`config.mk`:
```
export PLATFORM = sky130hd
export DESIGN_NAME = serial_command_frame_parser
export DESIGN_NICKNAME = d
export VERILOG_FILES = /design/src/hw/rtl/scfp_pkg.sv /design/src/hw/rtl/serial_command_frame_parser.sv
export SDC_FILE = /design/constraint.sdc
export NUM_CORES = 1
export LEC_CHECK = 0
export BUFFER_PORTS_ARGS = -buffer_cell sky130_fd_sc_hd__buf_2
export CELL_PAD_IN_SITES_DETAIL_PLACEMENT = 2
export CELL_PAD_IN_SITES_GLOBAL_PLACEMENT = 2
export CORE_MARGIN = 5
export CORE_UTILIZATION = 39
export DETAILED_ROUTE_END_ITERATION = 12
export HOLD_SLACK_MARGIN = 0.15
export PLACE_DENSITY = 0.82
export SLEW_MARGIN = 30
export SYNTH_ARGS = -nofsm -noshare
export SYNTH_HDL_FRONTEND = slang
export SYNTH_SLANG_ARGS = --single-unit
```
`constraint.sdc`:
```
create_clock -name clk -period 7.3 [get_ports clk]
set_clock_uncertainty 0.2 [all_clocks]
set_input_delay 1.095 -clock clk [delete_from_list [all_inputs] [get_ports clk]]
set_output_delay 1.095 -clock clk [all_outputs]
set_load 0.01 [all_outputs]
```
`src/hw/rtl/scfp_pkg.sv`:
```
// ----------------------------------------------------------------------------
// scfp_pkg
// Types and constants shared by the serial command frame parser files.
// ----------------------------------------------------------------------------
`default_nettype none

package scfp_pkg;

  // One input beat: a received byte or the ratio-test-done marker.
  typedef struct packed {
    logic       mode;
    logic [7:0] rx_byte;
  } in_t;

  // One result beat: the event code and the captured bytes.
  typedef struct packed {
    logic [3:0] event_res;
    logic [7:0] sync_hour;
    logic [7:0] sync_minute;
    logic [7:0] sync_second;
    logic [7:0] sync_day;
    logic [7:0] sync_month;
    logic [7:0] sync_year;
    logic [7:0] alarm_hour;
    logic [7:0] alarm_minute;
  } out_t;

  // Input mode codes.
  localparam logic MODE_BYTE = 1'b0;
  localparam logic MODE_DONE = 1'b1;

  // Event codes.
  localparam logic [3:0] EV_MEASURE    = 4'd0;
  localparam logic [3:0] EV_TIMESYNC   = 4'd1;
  localparam logic [3:0] EV_DELAY      = 4'd2;
  localparam logic [3:0] EV_SLEEP      = 4'd3;
  localparam logic [3:0] EV_WAKEACK    = 4'd4;
  localparam logic [3:0] EV_THROUGHPUT = 4'd5;
  localparam logic [3:0] EV_RATIO      = 4'd6;
  localparam logic [3:0] EV_STATUS     = 4'd7;
  localparam logic [3:0] EV_ACK        = 4'd8;

  // Parser slots.
  localparam logic [3:0] SLOT_IDLE      = 4'd0;
  localparam logic [3:0] SLOT_CMD       = 4'd1;
  localparam logic [3:0] SLOT_TIME_FIRST = 4'd2;
  localparam logic [3:0] SLOT_TIME_LAST  = 4'd6;
  localparam logic [3:0] SLOT_TIME_EMIT  = 4'd7;
  localparam logic [3:0] SLOT_ACK_WAIT  = 4'd8;
  localparam logic [3:0] SLOT_ALARM_HR  = 4'd9;
  localparam logic [3:0] SLOT_ALARM_MIN = 4'd10;

  // Byte values.
  localparam logic [7:0] SYNC_BYTE = 8'd255;
  localparam logic [7:0] CH_A      = 8'h61;
  localparam logic [7:0] CH_B      = 8'h62;
  localparam logic [7:0] CH_C      = 8'h63;
  localparam logic [7:0] CH_D      = 8'h64;
  localparam logic [7:0] CH_E      = 8'h65;
  localparam logic [7:0] CH_F      = 8'h66;
  localparam logic [7:0] CH_G      = 8'h67;
  localparam logic [7:0] CH_H      = 8'h68;
  localparam logic [7:0] CH_ACK    = 8'h4B;

  // Number of held time bytes before the last one arrives.
  localparam int unsigned TIME_HELD = 5;

endpackage

`default_nettype wire

```
`src/hw/rtl/serial_command_frame_parser.sv`:
```
// ----------------------------------------------------------------------------
// serial_command_frame_parser
// Turns a stream of received serial bytes into command events.
// ----------------------------------------------------------------------------
// Usage:
// The input channel (in_valid, in_ready, in_data) takes one beat per cycle:
// either a received byte (mode 0) or the ratio-test-done marker (mode 1).
// A byte of 255 always returns the parser to the command-letter slot.
// The output channel (out_valid, out_ready, out_data) carries one event beat
// for each byte that completes a command; other bytes give no beat.
// The event appears in the result register on the cycle after the byte
// that completes it is accepted.
// Throughput is one beat per cycle while the receiver does not stall.
// When the receiver stalls, the result register holds its beat and
// in_ready stays low until the beat is taken; with no pending beat, or a
// beat being taken in the same cycle, in_ready is high.
// Reset clears the slot, the ratio-test flag and the output valid; the held
// capture bytes are only read after they have been written.
// ----------------------------------------------------------------------------
`default_nettype none

module serial_command_frame_parser (
  input  wire logic          clk,
  input  wire logic          rst,
  input  wire logic          in_valid,
  output logic               in_ready,
  input  wire scfp_pkg::in_t in_data,
  output logic               out_valid,
  input  wire logic          out_ready,
  output scfp_pkg::out_t     out_data
);

  import scfp_pkg::*;

  logic [3:0] slot;
  logic [3:0] slot_next;
  logic       ratio_active;
  logic       ratio_active_next;
  logic [7:0] held_time [TIME_HELD];
  logic [7:0] held_alarm_hour;
  logic       accept;
  logic       emit;
  logic       time_wr;
  logic       alarm_wr;
  logic [2:0] time_idx;
  out_t       result;

  // Handshake: the result register frees up when its beat is taken.
  assign in_ready = !out_valid || out_ready;
  assign accept   = in_valid && in_ready;
  assign time_idx = 3'(slot - SLOT_TIME_FIRST);

  // Slot update and result formation for one beat.
  always_comb begin
    slot_next         = slot;
    ratio_active_next = ratio_active;
    emit              = 1'b0;
    time_wr           = 1'b0;
    alarm_wr          = 1'b0;
    result            = '0;
    if (in_data.mode == MODE_DONE) begin
      ratio_active_next = 1'b0;
      slot_next         = SLOT_IDLE;
    end else if (slot == SLOT_CMD) begin
      case (in_data.rx_byte)
        CH_A: begin
          slot_next        = SLOT_IDLE;
          emit             = 1'b1;
          result.event_res = EV_MEASURE;
        end
        CH_B: begin
          slot_next = SLOT_TIME_FIRST;
        end
        CH_C: begin
          slot_next        = SLOT_ACK_WAIT;
          emit             = 1'b1;
          result.event_res = EV_DELAY;
        end
        CH_D: begin
          slot_next = SLOT_ALARM_HR;
        end
        CH_E: begin
          emit             = 1'b1;
          result.event_res = EV_WAKEACK;
        end
        CH_F: begin
          slot_next        = SLOT_ACK_WAIT;
          emit             = 1'b1;
          result.event_res = EV_THROUGHPUT;
        end
        CH_G: begin
          slot_next         = SLOT_ACK_WAIT;
          ratio_active_next = 1'b1;
          emit              = 1'b1;
          result.event_res  = EV_RATIO;
        end
        CH_H: begin
          slot_next        = SLOT_IDLE;
          emit             = 1'b1;
          result.event_res = EV_STATUS;
        end
        default: begin
          // Sync bytes and unknown letters keep waiting for a letter.
          slot_next = SLOT_CMD;
        end
      endcase
    end else if (in_data.rx_byte == SYNC_BYTE) begin
      // Resynchronize from any slot, including idle and unused ones.
      slot_next = SLOT_CMD;
    end else if (slot inside {[SLOT_TIME_FIRST:SLOT_TIME_LAST]}) begin
      time_wr   = 1'b1;
      slot_next = slot + 4'd1;
    end else begin
      case (slot)
        SLOT_TIME_EMIT: begin
          emit                = 1'b1;
          result.event_res    = EV_TIMESYNC;
          result.sync_hour    = held_time[0];
          result.sync_minute  = held_time[1];
          result.sync_second  = held_time[2];
          result.sync_day     = held_time[3];
          result.sync_month   = held_time[4];
          result.sync_year    = in_data.rx_byte;
          slot_next           = SLOT_IDLE;
        end
        SLOT_ACK_WAIT: begin
          if (in_data.rx_byte == CH_ACK) begin
            emit             = 1'b1;
            result.event_res = EV_ACK;
            slot_next        = ratio_active ? SLOT_ACK_WAIT : SLOT_IDLE;
          end
        end
        SLOT_ALARM_HR: begin
          alarm_wr  = 1'b1;
          slot_next = SLOT_ALARM_MIN;
        end
        SLOT_ALARM_MIN: begin
          emit                = 1'b1;
          result.event_res    = EV_SLEEP;
          result.alarm_hour   = held_alarm_hour;
          result.alarm_minute = in_data.rx_byte;
          slot_next           = SLOT_IDLE;
        end
        default: begin
          slot_next = slot;
        end
      endcase
    end
  end

  // Control state.
  always_ff @(posedge clk) begin
    if (rst) begin
      slot         <= SLOT_IDLE;
      ratio_active <= 1'b0;
      out_valid    <= 1'b0;
    end else begin
      if (accept) begin
        slot         <= slot_next;
        ratio_active <= ratio_active_next;
      end
      if (accept && emit) begin
        out_valid <= 1'b1;
      end else if (out_ready) begin
        out_valid <= 1'b0;
      end
    end
  end

  // Captured bytes and the result register.
  always_ff @(posedge clk) begin
    if (accept && time_wr) begin
      held_time[time_idx] <= in_data.rx_byte;
    end
    if (accept && alarm_wr) begin
      held_alarm_hour <= in_data.rx_byte;
    end
    if (accept && emit) begin
      out_data <= result;
    end
  end

endmodule

`default_nettype wire

```
[After elaboration in Yosys (flattened, before gate mapping)]
Memory sizes are Yosys's and may differ from the RTL's.
Cells that the tools add are included.
Word-level totals
  output and inout port bits: 70
  bits in writable memories: 40
  register bits: 82
  input port bits: 13
  word-level logic and storage cells: 95
  memories kept: 1
Operators by class
  bitwise operators: 2
  order comparisons: 2
  $add $sub $neg: 2
  muxes and demuxes: 39
  equal/unequal tests: 17
  reduce and logical (&&, ||, !) cells: 19
Memory list
  held_time: depth 5, bits a word 8, rd ports 5, clocked after memory_dff 0, write ports 1, line serial_command_frame_parser.sv:39  | logic [7:0] held_time [TIME_HELD];
Operator list (number)
  68-bit 2-to-1 mux: 2
  8-bit by 7-bit == test with 1-bit output (second input constant): 9
  48-bit 2-to-1 mux: 1
  4-bit 2-to-1 mux: 8
  4-bit one-hot mux with 3 select lines: 2
  1-bit 2-to-1 mux: 22
  4-bit one-hot mux with 5 select lines: 1
  16-bit 2-to-1 mux: 1
  3-bit one-hot mux with 5 select lines: 1
  4-bit == test (second input constant): 3
  5-bit OR reduction: 2
  8-bit == test (second input constant): 1
  7-bit nonzero test: 1
  6-bit != test (second input constant): 1
  2-bit nonzero test: 3
  6-bit OR reduction: 1
  1-bit logical AND: 5
  4-bit by 1-bit adder with 4-bit output (second input constant): 1
  4-bit by 1-bit == test with 1-bit output (second input constant): 1
  4-bit by 3-bit == test with 1-bit output (second input constant): 1
  4-bit by 2-bit greater-or-equal comparator with 1-bit output (second input constant): 1
  4-bit by 3-bit <= comparator with 1-bit output (second input constant): 1
  4-bit AND reduction: 1
  2-bit OR reduction: 2
  8 further kinds: 9

[Depth between registers and ports, before layout]
Gate-level depths: netlist of run 1.
  depth after elaboration: 9
  gate-level depth with buffers: 9

[Worst setup path after synthesis of run 1]
Ideal clock, no wire load.
  path kind: input-to-reg
  from: input port in_data[8] (netlist name)
  to: register out_data[0] (netlist name) (enable)
  required time: 6.606 ns
  stages on the path: 5
  path slack: 1.637 ns
  path buffers: 1
  data arrival time: 4.968 ns
  cell sequence: clkbuf_1 -> or4b_1 -> nor3_1 -> nor3_1 -> nor2_1
Between the ends
  word-level cells in the longest chain between the ends: 2
Ends and longest elaborated chain
  from (decl): line serial_command_frame_parser.sv:27  | input wire scfp_pkg::in_t in_data,
  1-bit 2-to-1 mux: line serial_command_frame_parser.sv:61  | if (in_data.mode == MODE_DONE) begin
  1-bit logical AND: line serial_command_frame_parser.sv:178  | if (accept && emit) begin
  to (signal assigned): line serial_command_frame_parser.sv:179  | out_data <= result;
  to (decl): line serial_command_frame_parser.sv:30  | output scfp_pkg::out_t out_data
No other way between the ends.
A chain may end at the register's enable or synchronous reset.

[Worst setup path after layout of run 1]
  from: input port in_data[1] (netlist name)
  to: register out_data[14] (netlist name) (enable)
Between the ends
  word-level cells in the longest chain between the ends: 8
  elaborated cells between the ends (all ways): 17
Ends and longest elaborated chain
  8-bit by 7-bit == test with 1-bit output: line serial_command_frame_parser.sv:127  | if (in_data.rx_byte == CH_ACK) begin
  1-bit 2-to-1 mux: line serial_command_frame_parser.sv:127
  1-bit one-hot mux with 2 select lines: line serial_command_frame_parser.sv:114  | case (slot)
  1-bit 2-to-1 mux: line serial_command_frame_parser.sv:110  | end else if (slot inside {[SLOT_TIME_FIRST:SLOT_TIME_LAST]}) begin
  1-bit 2-to-1 mux: line serial_command_frame_parser.sv:107  | end else if (in_data.rx_byte == SYNC_BYTE) begin
  1-bit 2-to-1 mux (*): line serial_command_frame_parser.sv:64  | end else if (slot == SLOT_CMD) begin
  1-bit 2-to-1 mux (*): line serial_command_frame_parser.sv:61
  1-bit logical AND (*): line serial_command_frame_parser.sv:178
Every way passes the cells marked *; elsewhere a longest branch is shown, timed or not.

==> results of run 1 <==
==> worst paths after layout <==
path	from	to	cells after the start	slack (ns)
worst max register to register	slot[1]	out_data[14]	9	3.34
worst min-delay path	held_time[4][7]	out_data[31]	1	0.32
worst min register to register	held_time[4][7]	out_data[31]	1	0.32
worst max-delay path	in_data[1]	out_data[14]	8	3.29
==> layer usage <==
metal	part of all wire, %	track usage (%)
met2	52	35.0
met3	3.9	5.05
met5	0	0
met1	42	24.7
met4	2.2	8.00
==> layout by cell type (no fill, tap or decap), types with 3 or more instances in the layout <==
cell | netlist | routed
nand2_1 | 13 | 13
or2_2 | 3 | 3
buf_2 | 2 | 82
clkinv_4 | 0 | 3
a211oi_1 | 4 | 4
clkinvlp_4 | 0 | 5
nor4_1 | 4 | 4
o21ai_0 | 6 | 6
nor3_1 | 8 | 8
bufinv_16 | 0 | 3
nor2b_1 | 4 | 4
edfxtp_1 | 116 | 116
nor2_1 | 20 | 17
nand2b_1 | 5 | 5
inv_1 | 5 | 5
a21oi_1 | 13 | 13
and2_1 | 63 | 63
dfxtp_1 | 6 | 6
ha_1 | 4 | 4
nand3b_1 | 3 | 3
clkbuf_16 | 0 | 17
==> kinds of logic after synthesis <==
family                   synth area share, %
AO/OA/AOI/OAI                           4.76
adder cells (fa/ha/maj)                 1.05
buffers and inverters                   1.39
flip-flops                              75.7
multiplexers                           0.210
AND/OR/NAND/NOR                         16.9
==> per-stage QoR <==
stage	hold WS, ns	power (mW)	setup slack, ns
after floorplan	0.288	0.783	1.64
after global placement	0.302	0.796	3.11
after detailed placement	0.308	0.798	2.85
after CTS	0.321	1.65	3.28
after global routing	0.336	1.69	2.98
final	0.318	1.64	3.29
==> power by group through the flow <==
stage | Sequential (mW) | Clock [mW] | Combinational, mW
floorplan | 0.774 | 0 | 0.00970
global placement | 0.773 | 0 | 0.0225
detailed placement | 0.773 | 0 | 0.0247
CTS | 0.759 | 0.868 | 0.0251
global route | 0.758 | 0.905 | 0.0271
finish | 0.759 | 0.854 | 0.0250
==> area by class of cell <==
cell class | count | area [um2]
Clock buffer | 17 | 425
Sequential cell | 122 | 3600
Timing Repair Buffer | 84 | 425
Inverter | 5 | 18.8
Tap cell | 147 | 184
Clock inverter | 15 | 176
Multi-Input combinational cell | 178 | 1100
Fill cell | 1143 | 6070
==> registers in the layout, indices dropped and copies added (netlist names) <==
name             flops
out_data            68
held_time           40
held_alarm_hour      8
slot                 4
out_valid            1
ratio_active         1
==> impl_metrics.toml, run 1 <==
[sta]
tightest_slew_ns = 0.929
maxSlewHeadroom_pct = 37.8
finalMaxSlewViolations = 0
setup_viol = 0
rsz0062_at_grt = "false"
max_freq_ghz = 0.249
fin_crit_ns = 4.01
timing.final.hold_violations = 0
setup_tns_ns = 0
min_period_over_period_pct = 54.9

[logic_synthesis]
synth_cells = 317
synthArstFlopShare_pct = 0
syn_area_per_cell_um2 = 15.0
synth_ff_type = "edfxtp_1"
netlist-cell-type-count = 40
netlist_area_um2 = 4760
synthTopCellsByCount = "edfxtp_1, and2_1, nor2_1"
synth-warning-count = 0
synth_most_common_cell = "edfxtp_1"
syn-num-nets = 334
postSynthRegisterBits = 122
synth_area_leaders = "edfxtp_1, and2_1, dfxtp_1"
ys_seq_area_share_pct = 75.7
synth_top_area_share_pct = 73.1
yosys.area.top_type = "edfxtp_1"
synth_edf_count = 116

[critical_path]
critPathLaunchType = "input pin"
cp_slowest_stage_delay_ns = 0.63
cp_slowest_cell = "buf_4"
endpoint_kind = "register"
critPathKind = "in -> reg"
critPathArrivalTime_ns = 3.85
critPathTopFamily = "simple AND/OR/NAND/NOR gates"
path_cells = "buf_2 > and4_4 > a211oi_1 > nand2_1 > a21oi_1 > nor3_1 > nor2_4 > buf_4"
path_buf_inv = 2
cp_data_required_time_ns = 7.14
path_max_fanout = 50

[floorplanning]
start_util_pct = 39.6
core_um2 = 12000
die_area_um2 = 14500
ios = 83
die_h_um = 121
die_w_um = 121
rows = 40

[power_and_ir_drop]
seq_power_share_pct = 46.3
p_leak_nw = 2.30
power.density_nw_per_um2 = 276
internal_power_mw = 1.30
switching_share_pct = 20.6
comb_power_share_pct = 1.5
p_switching_uw = 337
clkPwrFrac_pct = 52.1
peakVddDrop_mv = 0.158

[placement]
dpl.hpwl_um = 9250
placed_cell_area_um2 = 5330
routabilityCongestion = 0.862
placed_cells = 536
port_buffers = 82

[cts]
cts_tree = "done"
cts_setup_buffers = 0
cts.htree.levels = 4
path_clk_slew_ns = 0.06
cts_buffer_depth = 2
cts_root_buffer = "clkbuf_16"
postCtsResizedCells = 0
hold_buffers = 0
cts.sinks = 122
cts_inserted_buffers = 17
clk_latency_ns = 0.41

[routing]
num_vias = 2952
ant_nets = 0
drc = 0
drt-total-wl_um = 13900
routedWlPerCell_um = 24.6
routed_via_density = 5.20
first_iter_violations = 188
drt_pre_antenna_iters = 4

[grt]
grt_pass1_vias = 3269
grtUsageTotal_pct = 20.4
antenna_found_initial = 0
gr-total-overflow = 0
grt_max_degree = 51
grt_first_pass_wirelength_um = 21300

[outcome]
status = "complete, no violations"

[min_path]
hold_path_class = "reg -> reg"

[finish]
layout.cells.non_filler = 568
diodes = 0
syn_to_final_growth_pct = 24.7
final_layout_size_suffix_gt1_share_pct = 29.7
final_area_um2 = 5940
nets = 425
final_util_pct = 49.4

[flow_run]
cap_violations = 0
Note: power is estimated with default switching activity, not from simulation.
==> run 2: changes to the inputs <==
--- a/config.mk
+++ b/config.mk
@@ -9,10 +9,10 @@
 export CELL_PAD_IN_SITES_DETAIL_PLACEMENT = 2
 export CELL_PAD_IN_SITES_GLOBAL_PLACEMENT = 2
 export CORE_MARGIN = 5
-export CORE_UTILIZATION = 39
+export CORE_UTILIZATION = 35
 export DETAILED_ROUTE_END_ITERATION = 12
 export HOLD_SLACK_MARGIN = 0.15
-export PLACE_DENSITY = 0.82
+export PLACE_DENSITY = 0.78
 export SLEW_MARGIN = 30
 export SYNTH_ARGS = -nofsm -noshare
 export SYNTH_HDL_FRONTEND = slang
==> constraint.sdc (replaced) <==
create_clock -name clk -period 3.25 [get_ports clk]
set_clock_uncertainty 0.2 [all_clocks]
set_input_delay 0.4875 -clock clk [delete_from_list [all_inputs] [get_ports clk]]
set_output_delay 0.4875 -clock clk [all_outputs]
set_load 0.01 [all_outputs]
==> impl_metrics.toml, run 2 (synthesized netlist as in run 1, its figures left out) <==
[cts]
cts.htree.levels = 4
cts.sinks = 122
cts_inserted_buffers = 17
clk_latency_ns = 0.41
postCtsResizedCells = 0
cts_buffer_depth = 2
path_clk_slew_ns = 0.05
cts_setup_buffers = 0
cts_tree = "done"
cts_root_buffer = "clkbuf_16"
hold_buffers = 0

[placement]
dpl.hpwl_um = 9410
placed_cells = 577
port_buffers = 82
placed_cell_area_um2 = 5480
routabilityCongestion = 0.836

[critical_path]
cp_data_required_time_ns = 3.13
reg2reg_slack_ns = 0.32
reg2reg_depth = 9
cp_slowest_cell = "dfxtp_1"
path_cells = "inv_1 > ha_1 > nor3b_1 > a211oi_2 > nand2_1 > a21oi_1 > nor3_1 > nor2_4 > buf_12"
endpoint_kind = "register"
critPathLaunchType = "register"
critPathKind = "reg -> reg"
path_max_fanout = 52
critPathArrivalTime_ns = 2.81
cp_slowest_stage_delay_ns = 0.44

[routing]
drc = 0
ant_nets = 0
routedWlPerCell_um = 21.2
drt_pre_antenna_iters = 4
num_vias = 2929
first_iter_violations = 139
routed_via_density = 4.81
drt-total-wl_um = 12900

[finish]
reg.largest.list = "out_data x68, held_time x40, held_alarm_hour x8"
regMostFlops = "out_data"
largest_reg_flops = 68
final_cell_mix = "edfxtp_1, buf_2, and2_1"
syn_to_final_growth_pct = 25.9
final_layout_size_suffix_gt1_share_pct = 30.3
final_util_pct = 45.1
nets = 437
layout_commonest_cell = "edfxtp_1"
diodes = 0
final_area_um2 = 6000
layout.cells.non_filler = 609

[grt]
grtUsageTotal_pct = 16.8
grt_pass1_vias = 3302
grt_max_degree = 53
gr-total-overflow = 0
grt_first_pass_wirelength_um = 19800
antenna_found_initial = 0

[sta]
tightest_slew_ns = 0.648
maxSlewHeadroom_pct = 56.4
worst_hold_slack_ns = 0.171
setup_viol = 0
rsz0062_at_grt = "false"
min_period_over_period_pct = 90.0
setup_tns_ns = 0
timing.final.hold_violations = 0
finalMaxSlewViolations = 0
fin_crit_ns = 2.93
max_freq_ghz = 0.342

[power_and_ir_drop]
peakVddDrop_mv = 0.390
power.density_nw_per_um2 = 571
p_leak_nw = 2.34

[outcome]
status = "complete, no violations"

[floorplanning]
ios = 83
start_util_pct = 35.8
die_h_um = 127
die_w_um = 127
rows = 42
die_area_um2 = 16000
core_um2 = 13300

[min_path]
whs_path_depth = 2
hold_path_class = "in -> reg"

[flow_run]
cap_violations = 0
[run 2: cell types whose count changed in the layout (fill, tap and decap cells not counted), sizes merged]
cell	delta
clkbuf	+3
buf	+12
clkinv	+4
inv	-1
clkinvlp	-4
bufinv	-2
[run 2: through the flow]
stage / power [mW] / worst slack [ns]
after floorplan: 1.76 / 0.0253
after global placement: 1.80 / 0.472
after detailed placement: 1.80 / 0.326
after CTS: 3.46 / 0.270
after global routing: 3.55 / 0.0438
final: 3.42 / 0.325
[run 2: cell type report]
cell class              instances  area [um2]
repair buffers                 96         528
multi-input cells             178        1110
clock inverters                12        82.6
inverters                       5        18.8
fillers                      1300        7300
flip-flops and latches        122        3600
clock buffers                  20         437
well taps                     176         220
[run 2: per-layer routing]
metal  track usage, %  part of all wire, %  wire length, um
met5                0                    0                0
met4             5.62                  1.5              197
met3             4.46                  4.0              520
met2             29.5                   53             6770
met1             20.0                   42             5390
[run 2: worst paths after layout]
check / startpoint / end
worst max register to register: slot[1] / out_data[2]
worst max-delay path: slot[1] / out_data[2]
worst min-delay path: rst / slot[3]
worst min register to register: held_time[0][5] / out_data[61]
[run 2: worst max-delay path, delay by kind of cell (launching register included)]
family,cells,cell delay [ns]
and+or+nand+nor,4,0.70
AOI/OAI and AO/OA,2,0.54
DFF,1,0.44
buffers and inverters,2,0.43
adders and majority gates,1,0.25
[run 2: where the power goes]
part	leakage (nW)	switching [mW]	total (mW)	internal, mW
combinational	0.895	0.0443	0.0628	0.0185
sequential	1.19	0.0000176	1.71	1.71
clock	0.257	0.627	1.65	1.03
total	2.34	0.672	3.42	2.75
==> run 3: changes to the inputs <==
--- a/config.mk
+++ b/config.mk
@@ -5,14 +5,15 @@
 export SDC_FILE = /design/constraint.sdc
 export NUM_CORES = 1
 export LEC_CHECK = 0
+export ABC_AREA = 1
 export BUFFER_PORTS_ARGS = -buffer_cell sky130_fd_sc_hd__buf_2
 export CELL_PAD_IN_SITES_DETAIL_PLACEMENT = 2
 export CELL_PAD_IN_SITES_GLOBAL_PLACEMENT = 2
 export CORE_MARGIN = 5
-export CORE_UTILIZATION = 35
+export CORE_UTILIZATION = 33
 export DETAILED_ROUTE_END_ITERATION = 12
 export HOLD_SLACK_MARGIN = 0.15
-export PLACE_DENSITY = 0.78
+export PLACE_DENSITY = 0.77
 export SLEW_MARGIN = 30
 export SYNTH_ARGS = -nofsm -noshare
 export SYNTH_HDL_FRONTEND = slang
==> constraint.sdc (replaced) <==
create_clock -name clk -period 3.25 [get_ports clk]
set_clock_uncertainty 0.2 [all_clocks]
set_input_delay 0.975 -clock clk [delete_from_list [all_inputs] [get_ports clk]]
set_output_delay 0.975 -clock clk [all_outputs]
set_load 0.01 [all_outputs]
==> impl_metrics.toml, run 3 <==
[critical_path]
endpoint_kind = "register"
cp_common_cell = "nand2_1"
r2r-start = "slot[0]"
critPathLaunchType = "input pin"
critPathLaunch = "in_data[1]"
critPathKind = "in -> reg"
path_max_fanout = 57
cp_slowest_stage_delay_ns = 0.33
critPathTopFamily = "buffers and inverters"
cp_slowest_cell = "nor2_1"
path_buf_inv = 4
path_cells = "buf_2 > inv_1 > nand2_1 > nor2_1 > o21ai_2 > nand3_1 > nand2_1 > nand2_1 > nand2_2 > clkinvlp_4 > buf_12"
critPathArrivalTime_ns = 2.78
cp_data_required_time_ns = 3.12

[sta]
maxSlewHeadroom_pct = 70.6
finalWorstSetupSlack_ns = 0.341
setup_tns_ns = 0
rsz0062_at_grt = "false"
fin_crit_ns = 2.91
finalMaxSlewViolations = 0
tightest_slew_ns = 0.440
max_freq_ghz = 0.344
min_period_over_period_pct = 89.5
setup_viol = 0
timing.final.hold_violations = 0

[cts]
cts_setup_buffers = 0
cts_root_buffer = "clkbuf_16"
hold_buffers = 0
postCtsResizedCells = 0
clk_latency_ns = 0.41
cts.sinks = 122
cts.htree.levels = 4
cts_buffer_depth = 2
cts_tree = "done"
cts_inserted_buffers = 17
path_clk_slew_ns = 0.05

[finish]
final_util_pct = 42.3
final_cell_mix = "edfxtp_1, buf_2, nor2_1"
nets = 525
regMostFlops = "out_data"
diodes = 0
fillCellCount = 1507
reg.largest.list = "out_data x68, held_time x40, held_alarm_hour x8"
final_area_um2 = 6170
final_layout_size_suffix_gt1_share_pct = 30.4
syn_to_final_growth_pct = 25.7
largest_reg_flops = 68
layout_commonest_cell = "edfxtp_1"

[outcome]
status = "complete, no violations"

[logic_synthesis]
synth_top_area_share_pct = 71.0
ys_seq_area_share_pct = 73.4
synth_edf_count = 116
synth_cells = 404
syn_area_per_cell_um2 = 12.1
syn-num-nets = 421
synthTopCellsByCount = "edfxtp_1, nor2_1, inv_1"
netlist-cell-type-count = 24
postSynthRegisterBits = 122
synth_area_leaders = "edfxtp_1, nor2_1, inv_1"
netlist_area_um2 = 4910
yosys.area.top_type = "edfxtp_1"
synthArstFlopShare_pct = 0
synth_ff_type = "edfxtp_1"
synth-warning-count = 0
synth_most_common_cell = "edfxtp_1"

[power_and_ir_drop]
internal_power_mw = 2.90
seq_power_share_pct = 47.5
p_leak_nw = 2.31
power.density_nw_per_um2 = 582
total_power_mw = 3.59
p_switching_uw = 694
clkPwrFrac_pct = 50.7
switching_share_pct = 19.3
comb_power_share_pct = 1.8
peakVddDrop_mv = 0.353

[routing]
ant_nets = 0
m1WireLength_um = 6000
first_iter_violations = 190
wl_met3_um = 605
routedWlPerCell_um = 20.7
routed_via_density = 4.64
num_vias = 3266
routed.top_layer = "met4"
wl_met2_um = 7740
drc = 0
drt-total-wl_um = 14600
drt_pre_antenna_iters = 4

[floorplanning]
rows = 44
die_h_um = 132
die_w_um = 132
die_area_um2 = 17400
start_util_pct = 33.6
core_um2 = 14600
ios = 83

[placement]
pre_cts_slack_ns = 0.0122
placed_cell_area_um2 = 5610
port_buffers = 82
routabilityCongestion = 0.829
dpl.hpwl_um = 10400

[min_path]
hold_path_class = "reg -> reg"
hp-start = "ratio_active"

[grt]
grt_pass1_vias = 3723
grtUsageTotal_pct = 17.4
grt_max_degree = 58
antenna_found_initial = 0
gr-total-overflow = 0
grt_first_pass_wirelength_um = 22700

[flow_run]
cap_violations = 0
[run 3: worst paths after layout]
| path | slack, ns | cells past startpoint | endpoint |
|---|---|---|---|
| hold / removal | 0.29 | 2 | ratio_active |
| hold reg to reg | 0.29 | 2 | ratio_active |
| setup / recovery | 0.34 | 11 | out_data[33] |
| setup reg to reg | 0.56 | 11 | out_data[33] |
[run 3: through the flow]
step	cells	hold WS, ns
after detailed placement	673	0.283
after CTS	704	0.291
after global placement	673	0.276
after global routing	704	0.327
final	704	0.292
after floorplan	404	0.248
[run 3: final cells by class]
class                   instances  area (um2)  share of cell area [%]
flip-flops and latches        122        3600                    58.4
well taps                     184         230                    3.73
multi-input cells             201         978                    15.9
clock inverters                12         131                    2.13
inverters                      73         278                    4.50
repair buffers                 93         518                    8.39
clock buffers                  19         433                    7.01
[run 3: routing by layer]
layer	up-vias	track usage (%)
met5	-	0
met2	79	30.4
met3	18	4.62
li1	1525	-
met1	1644	20.7
met4	0	6.11
[run 3: kinds of logic (layout without fill, tap and decap cells)]
kind of cell / count (synthesis) / count (layout) / synth area share, %
fa+ha+maj: 4 / 4 / 1.02
buf+inv: 81 / 197 / 6.98
compound gates: 21 / 21 / 2.14
flops: 122 / 122 / 73.4
simple gates: 176 / 176 / 16.4
[run 3: power groups by stage]
stage / Sequential, mW / Combinational (mW) / Clock [mW]
after floorplan: 1.74 / 0.0254 / 0
after global placement: 1.74 / 0.0613 / 0
after detailed placement: 1.74 / 0.0651 / 0
after CTS: 1.71 / 0.0669 / 1.85
after global routing: 1.70 / 0.0722 / 1.94
final: 1.71 / 0.0656 / 1.82
[run 3: worst reg2reg max path, delay by kind of cell (launching register included)]
kind	cells	cell delay (ns)
and+or+nand+nor	6	0.75
AOI/OAI and AO/OA	1	0.12
DFF	1	0.42
buffers and inverters	3	0.55
adders and majority gates	1	0.25
